### src/design/voxel_vertex_pack_dedup_unit_macros.svh
// assertion helpers for the vertex dedup unit
`ifndef VOXEL_VERTEX_PACK_DEDUP_UNIT_MACROS_SVH
`define VOXEL_VERTEX_PACK_DEDUP_UNIT_MACROS_SVH

// condition holds at every edge out of reset
`define VVPD_ASSERT_HOLD(lbl, cond, msg) \
    lbl: assert property (@(posedge clk) disable iff (!rst_n) (cond)) else $error(msg);

// consequence holds in the cycle after the antecedent
`define VVPD_ASSERT_NEXT(lbl, ante, cons, msg) \
    lbl: assert property (@(posedge clk) disable iff (!rst_n) (ante) |=> (cons)) \
        else $error(msg);

`endif

### src/design/vvpd_pkg.sv
package vvpd_pkg;

    localparam int unsigned DEF_TABLE_DEPTH = 1024;
    localparam int unsigned WORD_W = 43;

    localparam logic [2:0] CODE_XNEG = 3'd0;
    localparam logic [2:0] CODE_XPOS = 3'd1;
    localparam logic [2:0] CODE_YNEG = 3'd2;
    localparam logic [2:0] CODE_YPOS = 3'd3;
    localparam logic [2:0] CODE_ZNEG = 3'd4;
    localparam logic [2:0] CODE_ZPOS = 3'd5;

    typedef struct packed {
        logic              err;
        logic              neg;
        logic [7:0]        mag;
        logic signed [8:0] sp;
    } pos_t;

    typedef struct packed {
        logic              err;
        logic [WORD_W-1:0] word;
        logic signed [8:0] sp_x;
        logic signed [8:0] sp_y;
        logic signed [8:0] sp_z;
    } front_t;

    typedef struct packed {
        logic              valid;
        logic              found;
        logic [WORD_W-1:0] key;
    } tok_t;

    // scale q.4 by 10, truncate toward zero
    function automatic pos_t scale_pos(input logic [15:0] p);
        logic [16:0] mag;
        logic [19:0] prod;
        logic [15:0] q;
        pos_t        r;
        mag    = p[15] ? (17'd0 - {p[15], p}) : {1'b0, p};
        prod   = {mag, 3'b000} + {2'b00, mag, 1'b0};
        q      = prod[19:4];
        r.err  = q > 16'd255;
        r.neg  = p[15] && (q != 16'd0);
        r.mag  = q[7:0];
        r.sp   = r.neg ? $signed(9'd0 - {1'b0, q[7:0]}) : $signed({1'b0, q[7:0]});
        return r;
    endfunction

endpackage

### src/design/vvpd_cell.sv
module vvpd_cell
#(
    parameter int unsigned DEPTH = vvpd_pkg::DEF_TABLE_DEPTH,
    parameter int unsigned IDX   = 0
)
(
    input  logic                          clk,
    input  logic                          rst_n,
    input  vvpd_pkg::tok_t                tok_in,
    input  logic [$clog2(DEPTH)-1:0]      idx_in,
    output vvpd_pkg::tok_t                tok_out,
    output logic [$clog2(DEPTH)-1:0]      idx_out,
    input  logic [$clog2(DEPTH+1)-1:0]    count,
    input  logic                          wr_en,
    input  logic [$clog2(DEPTH)-1:0]      wr_addr,
    input  logic [vvpd_pkg::WORD_W-1:0]   wr_word
);
    import vvpd_pkg::*;

    localparam int unsigned IW = $clog2(DEPTH);
    localparam int unsigned CW = $clog2(DEPTH + 1);

    logic [WORD_W-1:0] word_reg;
    tok_t              tok_reg;
    tok_t              tok_next;
    logic [IW-1:0]     idx_reg;
    logic [IW-1:0]     idx_next;
    logic              hit;

    always_comb
    begin
        hit      = tok_in.valid && !tok_in.found && (CW'(IDX) < count)
                && (word_reg == tok_in.key);
        tok_next = tok_in;
        idx_next = idx_in;
        if (hit)
        begin
            tok_next.found = 1'b1;
            idx_next       = IW'(IDX);
        end
    end

    always_ff @(posedge clk or negedge rst_n)
    begin
        if (!rst_n)
        begin
            tok_reg <= '0;
            idx_reg <= '0;
        end
        else
        begin
            tok_reg <= tok_next;
            idx_reg <= idx_next;
        end
    end

    always_ff @(posedge clk)
    begin
        if (wr_en && (wr_addr == IW'(IDX)))
        begin
            word_reg <= wr_word;
        end
    end

    assign tok_out = tok_reg;
    assign idx_out = idx_reg;

endmodule
### config.mk
export PLATFORM = sky130hd
export DESIGN_NAME = vvpd_cell
export DESIGN_NICKNAME = d
export VERILOG_FILES = /design/src/design/voxel_vertex_pack_dedup_unit_macros.svh /design/src/design/vvpd_pkg.sv /design/src/design/vvpd_cell.sv
export SDC_FILE = /design/constraint.sdc
export NUM_CORES = 1
export LEC_CHECK = 0
export BUFFER_PORTS_ARGS = -buffer_cell sky130_fd_sc_hd__buf_4
export CAP_MARGIN = 20
export CORE_MARGIN = 10
export CORE_UTILIZATION = 40
export DETAILED_ROUTE_END_ITERATION = 6
export PLACE_DENSITY = 0.72
export SLEW_MARGIN = 15
export SYNTH_ARGS = -nofsm -noshare
export SYNTH_HDL_FRONTEND = slang
export SYNTH_SLANG_ARGS = --single-unit
### constraint.sdc
create_clock -name clk -period 2 [get_ports clk]
set_clock_uncertainty 0.05 [all_clocks]
set_input_delay 0.4 -clock clk [delete_from_list [all_inputs] [get_ports clk]]
set_output_delay 0.4 -clock clk [all_outputs]
set_load 0.005 [all_outputs]
# == After elaboration in Yosys (flattened, before gate mapping) ==
# Index checks and enable logic that the tools add are counted.
# op_classes
n_lt_le_gt_ge,1
eq_ne,1
mux,2
n_reduce_logical,6
# ops
cell,n
equality test 43 bit,1
less-than comparator 1 x 11 -> 1 bit (first input constant),1
zero test 10 bit,1
2-to-1 mux 10 bit,1
logical AND 1 bit,4
zero test 1 bit,1
2-to-1 mux 1 bit,1
# word_totals
register_bits,98
in_bits,122
word_cells,15

# == Logic depth before layout (Yosys ltp) ==
# logic_depth
depth_word,5
depth_mapped,5

# == Least setup slack after synthesis ==
# OpenSTA, ideal clock, no wires.
# synth_path
kind,input to register
start,in wr_addr[2]
end,"reg word_reg[0], enable pin"
setup_time_ns,0.555
t_arrival_ns,4.850
slack_ns,-3.455
cell_stages,3
path_cell_list,nor4b_1 nand2_1 nor4_1
# synth_between
elab_chain_len,2
# synth_lines
element,line,text
"start, declared",vvpd_cell.sv:15,"input logic [$clog2(DEPTH)-1:0] wr_addr,"
zero test 10 bit,vvpd_cell.sv:59,if (wr_en && (wr_addr == IW'(IDX)))
logical AND 1 bit,vvpd_cell.sv:59,
"end signal, assigned",vvpd_cell.sv:61,word_reg <= wr_word;
"end, declared",vvpd_cell.sv:23,logic [WORD_W-1:0] word_reg;
# Every way passes these cells.
# A chain may end at the register's enable or synchronous reset.

# == Worst setup path after layout ==
# layout_path
start,reg word_reg[21]
end,"reg idx_reg[2], in the netlist idx_out[2]"
# layout_between
elab_chain_len,3
# layout_lines
element,line,text
equality test 43 bit,vvpd_cell.sv:33,&& (word_reg == tok_in.key);
logical AND 1 bit,vvpd_cell.sv:33,
2-to-1 mux 10 bit,vvpd_cell.sv:36,if (hit)
net idx_next[2],vvpd_cell.sv:27,logic [IW-1:0] idx_next;
"end signal, assigned",vvpd_cell.sv:53,idx_reg <= idx_next;
"end, declared",vvpd_cell.sv:26,logic [IW-1:0] idx_reg;
# The timed path passes the listed nets, and every way through them passes these cells.

==> out/results.ini <==
[setup_path]
cp_max_fo=11
reg2reg_to=idx_out[2]$_DFF_PN0_
cp_data_arrival_time_ns=1.90
rrSetupSlack_ns=0.25
reg2regPathDepth=4
worstSetupStartpointType=register
timing.rr.start=word_reg[21]$_DFFE_PP_
cp.required_ns=2.15
endpoint_kind=register
worstSetupPathType=register to register

[floorplan]
die_width_um=112
placementRows=33
area_of_the_die_mm2=0.0125
design.portCount=177
floorplan.initialDensity_pct=41.1
die-height_um=112
area_of_the_core_mm2=0.00822

[place]
dpl-instance-area_mm2=0.00490
detailed_place_hpwl_mm=7.23
dpl_worst_slack_ns=0.147
last_weighted_congestion_value_of_the_routability_driven_placer=0.753
portBuffers=176

[finish]
layout_commonest_cell=buf_4
post-route-cell-area_mm2=0.00511
n_antenna_cell=0
flow.area_growth_from_synthesis_pct=51.2
layout-drive-gt1-share_pct=51.7
fin_nets=504
fin_util_pct=62.2
mostFrequentLayoutCells=buf_4 (179), dfrtp_1 (55), edfxtp_1 (43), xnor2_1 (31), inv_1 (14)
largest_register_ffs=45

[power]
vdd.ir_drop.worst_uv=413
pwr_density_cell_mw_per_mm2=757
power_mw=3.87
static-leakage-power_nw=2.24

[cts]
cts-hold-fix-buffers=0
cts_buffers=9
tritoncts=done
h-tree-depth=3
cts_setup_buffers=0
cts.sink_count=98
clk_pin_slew_ns=0.09
clock-root-buffer=clkbuf_8
latest_clock_arrival_within_the_worst_skew_pair_ns=0.35
cts-resized-gates=0
cts_max_path_buffers=2

[logic_synthesis]
mapped_cells=195
post_synth_num_cell_types=24
ys_seq_area_share_pct=78.9
postSynthNetCount=317
postSynthRegisterBits=98
synth.avg_cell_area_um2=17.3
mappedNetlistArea_mm2=0.00338
ys_warn_count=0

[grt]
largest_net_degree_at_the_start_of_global_routing=56
grt_use_total_pct=13.9
global_route.overflow_total=0
first_global_vias=2583
grt_util_met2_pct=23.7
grt_pass1_wl_mm=13.5
globalRouteMet1Util_pct=13.9
busiest_layer=met2
groute.layer.met3.usage_pct=7.89
grt_antenna_before_repair=0

[run]
drv.max_cap_violation_count=0

[sta]
finalCriticalPeriod_ns=1.75
grt_setup_unrepaired=false
final-max-slew-violation-count=0
postLayoutSetupSlackWorst_ns=0.248
timing_worst_slew_pin_value_ns=0.692
setup_viol_count_final=0
timing.final.hold_violations=0
worst_hold_slack_ns=0.0337
max-slew-margin-rel_pct=53.9
achievable_frequency_ghz=0.571
final_min_period_over_clock_period_pct=87.6

[detailed_routing]
drc=0
dr_total_vias=2248
first_iter_violations=27
post_route_wl_mm=8.88
drtAntennaViolNets=0
viasPerCell=4.57
detail_route.wl_per_cell_um=18.0
detail_route.first_pass.iterations=4

[min_path]
hp-class=input port to async pin

[run_status]
result_of_the_run=finished, final reports clean

==> metrics by stage <==
stage | std cells | setup TNS (ns)
6_report | 492 | 0
2_1_floorplan | 195 | -26.54
3_5_place_dp | 476 | 0
3_3_place_gp | 476 | 0
5_1_grt | 492 | 0
4_1_cts | 492 | 0
==> where the power goes <==
group          total, mW  switching (mW)  internal, mW
Sequential          2.17          0.0162          2.16
Combinational      0.391           0.136         0.255
Clock               1.31           0.618         0.689
==> worst max-delay path, stage by stage, from the launching register on <==
cell and delay (ns):
edfxtp_1 0.42, xor2_1 0.16, nor4_1 0.29, and4_1 0.49, a41oi_1 0.19
==> cell type report <==
type	instances	area, um2
Inverter	14	52.6
Clock inverter	2	35.0
Sequential cell	98	2670
Fill cell	645	3110
Clock buffer	14	174
Tap cell	105	131
Multi-Input combinational cell	79	687
Timing Repair Buffer	180	1360
==> per-layer routing <==
| layer | wire, um | vias up |
|---|---|---|
| li1 | - | 1076 |
| met1 | 3090 | 1055 |
| met2 | 4620 | 107 |
| met3 | 1060 | 10 |
| met4 | 112 | 0 |
| met5 | 0 | - |
==> synthesized netlist by cell type <==
cell / n / area share (%)
dfrtp_1: 55 / 41
edfxtp_1: 43 / 38
xnor2_1: 31 / 8.0
inv_1: 14 / 1.6
a41oi_1: 10 / 2.6
nand4_1: 7 / 1.3
nor4_1: 7 / 1.3
xor2_1: 6 / 1.6
nand2b_1: 4 / 0.74
buf_2: 3 / 0.44
nor2b_1: 2 / 0.37
a2111oi_2: 1 / 0.44
a222oi_1: 1 / 0.30
a41o_1: 1 / 0.30
and3_1: 1 / 0.19
and4_1: 1 / 0.26
and4bb_2: 1 / 0.37
buf_4: 1 / 0.22
nand2_1: 1 / 0.11
nor2_1: 1 / 0.11
nor3_1: 1 / 0.15
nor4b_1: 1 / 0.26
o2111ai_1: 1 / 0.26
o221ai_1: 1 / 0.26
==> worst max-delay path by stage <==
stage	startpoint	end	slack, ns	cells after the start
2_1_floorplan	wr_addr[2]	word_reg[0]$_DFFE_PP_	-0.62	3
3_3_place_gp	tok_in[15]	idx_out[1]$_DFF_PN0_	0.22	5
3_5_place_dp	tok_in[15]	idx_out[2]$_DFF_PN0_	0.15	5
4_1_cts	word_reg[21]$_DFFE_PP_	idx_out[2]$_DFF_PN0_	0.25	4
5_1_grt	word_reg[21]$_DFFE_PP_	idx_out[2]$_DFF_PN0_	0.13	4
6_report	word_reg[21]$_DFFE_PP_	idx_out[2]$_DFF_PN0_	0.25	4
==> cells by family (layout without fill, tap and decap cells) <==
family | count (synthesis) | after routing | synth area share, %
and+or+nand+nor | 27 | 27 | 5.14
xor gates and xnor gates | 37 | 37 | 9.59
AOI/OAI and AO/OA | 15 | 15 | 4.14
buffers and inverters | 18 | 210 | 2.22
DFF | 98 | 98 | 78.9
Power figures use the tool's default switching activity.
