### config.mk
export PLATFORM = sky130hd
export DESIGN_NAME = vvpd_front
export DESIGN_NICKNAME = d
export VERILOG_FILES = /design/src/design/voxel_vertex_pack_dedup_unit_macros.svh /design/src/design/vvpd_pkg.sv /design/src/design/vvpd_front.sv
export SDC_FILE = /design/constraint.sdc
export NUM_CORES = 1
export LEC_CHECK = 0
export BUFFER_PORTS_ARGS = -buffer_cell sky130_fd_sc_hd__clkbuf_2
export CAP_MARGIN = 20
export CORE_ASPECT_RATIO = 0.6
export CORE_MARGIN = 8
export CORE_UTILIZATION = 30
export CTS_BUF_LIST = sky130_fd_sc_hd__clkbuf_16
export DETAILED_ROUTE_END_ITERATION = 12
export PLACE_DENSITY = 0.56
export SLEW_MARGIN = 25
export SYNTH_ARGS = -nofsm -noshare
export SYNTH_HDL_FRONTEND = slang
export SYNTH_SLANG_ARGS = --single-unit
### constraint.sdc
create_clock -name clk -period 5.7 [get_ports clk]
set_input_delay 0.855 -clock clk [delete_from_list [all_inputs] [get_ports clk]]
set_output_delay 0.855 -clock clk [all_outputs]
set_load 0.01 [all_outputs]
### src/design/voxel_vertex_pack_dedup_unit_macros.svh
// assertion helpers for the vertex dedup unit
`ifndef VOXEL_VERTEX_PACK_DEDUP_UNIT_MACROS_SVH
`define VOXEL_VERTEX_PACK_DEDUP_UNIT_MACROS_SVH

// condition holds at every edge out of reset
`define VVPD_ASSERT_HOLD(lbl, cond, msg) \
    lbl: assert property (@(posedge clk) disable iff (!rst_n) (cond)) else $error(msg);

// consequence holds in the cycle after the antecedent
`define VVPD_ASSERT_NEXT(lbl, ante, cons, msg) \
    lbl: assert property (@(posedge clk) disable iff (!rst_n) (ante) |=> (cons)) \
        else $error(msg);

`endif

### src/design/vvpd_pkg.sv
package vvpd_pkg;

    localparam int unsigned DEF_TABLE_DEPTH = 1024;
    localparam int unsigned WORD_W = 43;

    localparam logic [2:0] CODE_XNEG = 3'd0;
    localparam logic [2:0] CODE_XPOS = 3'd1;
    localparam logic [2:0] CODE_YNEG = 3'd2;
    localparam logic [2:0] CODE_YPOS = 3'd3;
    localparam logic [2:0] CODE_ZNEG = 3'd4;
    localparam logic [2:0] CODE_ZPOS = 3'd5;

    typedef struct packed {
        logic              err;
        logic              neg;
        logic [7:0]        mag;
        logic signed [8:0] sp;
    } pos_t;

    typedef struct packed {
        logic              err;
        logic [WORD_W-1:0] word;
        logic signed [8:0] sp_x;
        logic signed [8:0] sp_y;
        logic signed [8:0] sp_z;
    } front_t;

    typedef struct packed {
        logic              valid;
        logic              found;
        logic [WORD_W-1:0] key;
    } tok_t;

    // scale q.4 by 10, truncate toward zero
    function automatic pos_t scale_pos(input logic [15:0] p);
        logic [16:0] mag;
        logic [19:0] prod;
        logic [15:0] q;
        pos_t        r;
        mag    = p[15] ? (17'd0 - {p[15], p}) : {1'b0, p};
        prod   = {mag, 3'b000} + {2'b00, mag, 1'b0};
        q      = prod[19:4];
        r.err  = q > 16'd255;
        r.neg  = p[15] && (q != 16'd0);
        r.mag  = q[7:0];
        r.sp   = r.neg ? $signed(9'd0 - {1'b0, q[7:0]}) : $signed({1'b0, q[7:0]});
        return r;
    endfunction

endpackage

### src/design/vvpd_front.sv
module vvpd_front
(
    input  logic                  clk,
    input  logic                  ld,
    input  logic [15:0]           pos_x,
    input  logic [15:0]           pos_y,
    input  logic [15:0]           pos_z,
    input  logic [10:0]           norm_x,
    input  logic [10:0]           norm_y,
    input  logic [10:0]           norm_z,
    input  logic [16:0]           tex_u,
    output vvpd_pkg::front_t      res
);
    import vvpd_pkg::*;

    pos_t        px;
    pos_t        py;
    pos_t        pz;
    logic        n_err;
    logic        have_code;
    logic [2:0]  code;
    logic [24:0] tex_prod;
    logic [7:0]  texq;
    front_t      res_next;
    front_t      res_reg;

    always_comb
    begin
        px = scale_pos(pos_x);
        py = scale_pos(pos_y);
        pz = scale_pos(pos_z);

        n_err = ($signed(norm_x) > 11'sd512) || ($signed(norm_x) < -11'sd512)
             || ($signed(norm_y) > 11'sd512) || ($signed(norm_y) < -11'sd512)
             || ($signed(norm_z) > 11'sd512) || ($signed(norm_z) < -11'sd512);

        have_code = 1'b1;
        code      = CODE_XNEG;
        if ($signed(norm_x) <= -11'sd256)
            code = CODE_XNEG;
        else if ($signed(norm_x) >= 11'sd256)
            code = CODE_XPOS;
        else if ($signed(norm_y) <= -11'sd256)
            code = CODE_YNEG;
        else if ($signed(norm_y) >= 11'sd256)
            code = CODE_YPOS;
        else if ($signed(norm_z) <= -11'sd256)
            code = CODE_ZNEG;
        else if ($signed(norm_z) >= 11'sd256)
            code = CODE_ZPOS;
        else
            have_code = 1'b0;

        tex_prod = {tex_u, 8'd0} - {8'd0, tex_u};
        texq     = tex_prod[23:16];

        res_next.err  = px.err || py.err || pz.err || n_err || !have_code
                     || (tex_u > 17'd65536);
        res_next.word = {texq, code, 5'd0, pz.neg, pz.mag, py.neg, py.mag, px.neg, px.mag};
        res_next.sp_x = px.sp;
        res_next.sp_y = py.sp;
        res_next.sp_z = pz.sp;
    end

    always_ff @(posedge clk)
    begin
        if (ld)
        begin
            res_reg <= res_next;
        end
    end

    assign res = res_reg;

endmodule

# Yosys cells after proc, flatten, opt, wreduce, memory -nomap -nowiden

Cells that the tools add are included.

Output and inout bits: 71
Input bits: 100
Word-level logic and storage cells: 73
Register bits: 66

Order comparisons: 16
Reductions and logical operators: 19
$add $sub $neg: 10
Multiplexer cells: 17

Operators with widths:

| kind                                                                                  | number |
|---|---|
| 20-bit by 18-bit adder with 20-bit output                                             | 3 |
| 17-bit 2-to-1 mux                                                                     | 3 |
| 1-bit by 16-bit subtractor with 17-bit output, first input constant                   | 3 |
| 16-bit by 8-bit > comparator with 1-bit output, second input constant                 | 3 |
| 16-bit nonzero test                                                                   | 3 |
| 11-bit by 10-bit greater-or-equal comparator with 1-bit output, second input constant | 3 |
| 11-bit > comparator, second input constant                                            | 3 |
| 11-bit by 9-bit less-or-equal comparator with 1-bit output, second input constant     | 3 |
| 11-bit by 10-bit < comparator with 1-bit output, second input constant                | 3 |
| 1-bit by 8-bit subtractor with 9-bit output, first input constant                     | 3 |
| 8-bit 2-to-1 mux                                                                      | 3 |
| 24-bit by 17-bit subtractor with 24-bit output                                        | 1 |
| 17-bit > comparator, second input constant                                            | 1 |
| 1-bit logical OR                                                                      | 10 |
| 1-bit 2-to-1 mux                                                                      | 7 |
| 3-bit 2-to-1 mux                                                                      | 2 |
| 2-bit 2-to-1 mux                                                                      | 2 |
| 4-bit OR reduction                                                                    | 1 |
| 1-bit logical AND                                                                     | 3 |
| 2-bit OR reduction                                                                    | 1 |
| 1-bit logical NOT                                                                     | 1 |

# Logic depth before layout (Yosys ltp)

Depth in word-level cells: 10
Mapped depth: 18

# Least setup slack after synthesis

Ideal clock, no wire load.

Kind: input to register
From: in pos_y[15]
To: reg res_reg (netlist bit res[10]) (data pin)
Path buffers: 5
Stages: 17
Data arrival time: 4960 ps
Path slack: 477 ps
Cells stage by stage: clkbuf_1 > clkbuf_1 > buf_1 > clkbuf_1 > clkbuf_1 > o21ai_0 > fa_1 > a21o_1 > a21oi_1 > nor2b_1 > a221oi_1 > o31ai_1 > a31oi_1 > o21ai_0 > mux2i_1 > o41ai_2 > mux2_1

RTL lines:

| item                 | RTL line         | text |
|---|---|---|
| from (decl)          | vvpd_front.sv:6  | `input logic [15:0] pos_y,` |
| to (signal assigned) | vvpd_front.sv:69 | `res_reg <= res_next;` |
| to (decl)            | vvpd_front.sv:25 | `front_t res_reg;` |

==> flow_summary_export.csv <==
group,metric,value,unit
power,leakagePower,3.67,nW
route,m1WireLength,12000,um
power,p_sw,0.887,mW
cts,path_clk_slew,0.05,ns
logic_synthesis,syn_avg_cell_area,8.38,um^2
critical_path,cp_max_fo,10,
cts,tritoncts,"built",
logic_synthesis,synthCells,895,
worst_hold_path,min-delay-start,"norm_x[9]",
final_layout,largest_reg_flops,63,
critical_path,endpoint_kind,"flip-flop",
sta,min_period,5.11,ns
final_layout,mostFrequentLayoutCell,"clkbuf_2",
critical_path,path_cells,"clkbuf_2 -> or4_1 -> buf_4 -> or2_2 -> o31ai_1 -> xnor2_1 -> ha_1 -> nand2_1 -> a21oi_1 -> nand4_1 -> a2111oi_0 -> nor3_1 -> xor2_1 -> nand4_1 -> o41ai_2 -> mux2_1",
run_status,outcome,"complete, no violations",
floorplanning,die_w,220,um
placement,dpl.hpwl,18800,um
route,drt_iter0_drc,581,
floorplanning,dieArea,30500,um^2
route,routed_wl,23000,um
power,ir_drop,0.118,mV
floorplanning,die_h,138,um
logic_synthesis,synth_edf_count,63,
logic_synthesis,synth_xor_area_share,11.3,%
route,drcViolationCount,0,
critical_path,start_kind,"primary input",
global_route,grt.overflow.total,0,
logic_synthesis,ys_seq_area_share,25.2,%
route,ant_nets,0,
logic_synthesis,synth_top_family_by_area,"compound AO/OA/AOI/OAI gates",
sta,grt_setup_unrepaired,"no",
final_layout,finalNonFillerCells,1374,
worst_hold_path,holdPathEnd,"res[59]",
power,power.total,2.35,mW
floorplanning,core,24400,um^2
critical_path,critPathMaxStageDelay,0.75,ns
power,powerDensity,263,nW/um^2
route,routed.top_layer,"met4",
final_layout,fillerInstances,2535,
power,p_sw_share,37.7,%
logic_synthesis,syn_area,7500,um^2
sta,period_share,89.7,%
placement,io_buffer_count,165,
placement,gp_congestion,0.894,
floorplanning,boundaryPins,171,
logic_synthesis,ys_warn_count,0,
cts,cts_inserted_buffers,9,
logic_synthesis,synthArstFlopShare,0,%
final_layout,area_growth,19.5,%
logic_synthesis,synth_compound_area_share,23.8,%
floorplanning,start_util,30.8,%
global_route,grt_pass1_vias,6586,
critical_path,worstPathArrival,5.18,ns
global_route,grt_pass1_wl,35900,um
final_layout,antenna_cells,0,
sta,worstMarginPinSlew,0.873,ns
logic_synthesis,ys_seq_elements,63,
global_route,grt_usage,14.2,%
sta,holdWs,0.868,ns
flow_run,cap_viol_max_count,0,
global_route,grt_max_degree,64,
route,route.met3.wl,1630,um
power,p_seq_share,29.7,%
final_layout,final_core_util,36.7,%
worst_hold_path,hold_path.class,"in -> reg",
route,drtPass1Iterations,5,
route,drt-vias-per-instance,5.26,
route,wl_met2,9300,um
final_layout,final_net_count,1201,
sta,finalHoldViolations,0,
power,combPwrFrac,45.7,%
route,routedWlPerCell,16.7,um
logic_synthesis,synth-simple-area-share,21.6,%
route,num_vias,7226,
logic_synthesis,synth_fa_ha_area_share,9.36,%
sta,slew_viol_final,0,
cts,root_buffer,"clkbuf_16",
floorplanning,num_rows,44,
critical_path,worstSetupPathType,"in -> reg",
cts,cts_resized,0,
final_layout,drive_gt1_share,22.4,%
critical_path,cp_slowest_cell,"or4_1",
logic_synthesis,synth.area.mux_share,2.35,%
logic_synthesis,synth_flop_cell,"edfxtp_1",
worst_hold_path,hold_path_depth,3,
global_route,antenna_found_initial,0,
placement,place_inst,1358,
power,pwr-share-clk,24.6,%
critical_path,worst_path_most_repeated_cell,"nand4_1",
cts,postCtsSetupBuffers,0,
sta,fmax,196,MHz
sta,fin_tns_setup,0,ns
logic_synthesis,synth_cell_types,90,
cts,clk_path_buf_depth,2,
final_layout,final_cell_mix,"clkbuf_2, xnor2_1, nand2_1",
cts,htreeDepth,3,
power,internal_power,1.47,mW
sta,slew_headroom,41.8,%
sta,setup_viol,0,
critical_path,required,5.77,ns
cts,postCtsHoldBufs,0,
cts,cts_num_sinks,63,
[cell usage after synthesis (11+ instances only)]
cell type  instances  area, um^2
a31oi_1           12        75.1
nand2_1           72         270
nor4_1            19         119
o21ai_0           53         265
nor3_1            27         135
nor2b_1           20         125
edfxtp_1          63        1890
nand4_1           11        68.8
a21o_1            15         113
inv_1             65         244
nand2b_1          20         125
o31ai_1           25         188
clkbuf_1          27         101
or4_1             11        82.6
xnor2_1           73         639
a21oi_1           38         190
xor2_1            22         193
nand3_1           15        75.1
ha_1              52         651
nor2_1            54         203
[area by class of cell]
type	instances	area [um^2]	area share (%)
timing repair buffer	180	938	10.5
tap	322	403	4.50
clock inverter	7	87.6	0.978
multi-input combinational	726	5160	57.6
clock buffer	9	225	2.51
inverter	67	251	2.81
sequential	63	1890	21.1
[how the worst max path moves through the flow]
stage | startpoint | to | slack, ns | cells after the start
after floorplan | pos_y[15] | res[10] | 0.48 | 17
final | pos_y[5] | res[10] | 0.59 | 16
after global placement | pos_y[5] | res[10] | 0.46 | 16
after global routing | pos_y[5] | res[10] | 0.30 | 16
after detailed placement | pos_y[5] | res[10] | 0.30 | 16
after CTS | pos_y[5] | res[10] | 0.63 | 16
[critical path, delay by kind of cell]
kind	cells	cell delay, ns
buffers and inverters	2	0.40
adder cells (fa/ha/maj)	1	0.41
AND/OR/NAND/NOR	6	1.62
XOR/XNOR	2	0.28
multiplexers	1	0.35
AO/OA/AOI/OAI	4	1.26
[cells by family after synthesis]
family,after synthesis
xor gates and xnor gates,96
and+or+nand+nor,299
AOI/OAI and AO/OA,252
adders and majority gates,55
DFF,63
other,1
muxes,16
buffers and inverters,113
[stage by stage]
stage	setup WS [ns]	instance area, um^2
2_1_floorplan	0.477	7530
3_3_place_gp	0.462	8650
3_5_place_dp	0.296	8650
4_1_cts	0.635	8960
5_1_grt	0.305	8960
6_report	0.589	8960
[power groups by stage]
stage / logic, mW / clock network (mW) / registers (mW)
final: 1.08 / 0.578 / 0.700
after global routing: 1.20 / 0.619 / 0.710
after CTS: 1.08 / 0.600 / 0.703
after detailed placement: 1.07 / 0 / 0.711
after global placement: 1.07 / 0 / 0.711
after floorplan: 0.674 / 0 / 0.754
[routing by layer]
metal	vias up	global-route usage, %
met5	-	0
met4	0	1.73
met3	7	3.01
met2	245	20.1
met1	3320	22.0
li1	3654	-
Note: power is estimated with default switching activity, not from simulation.
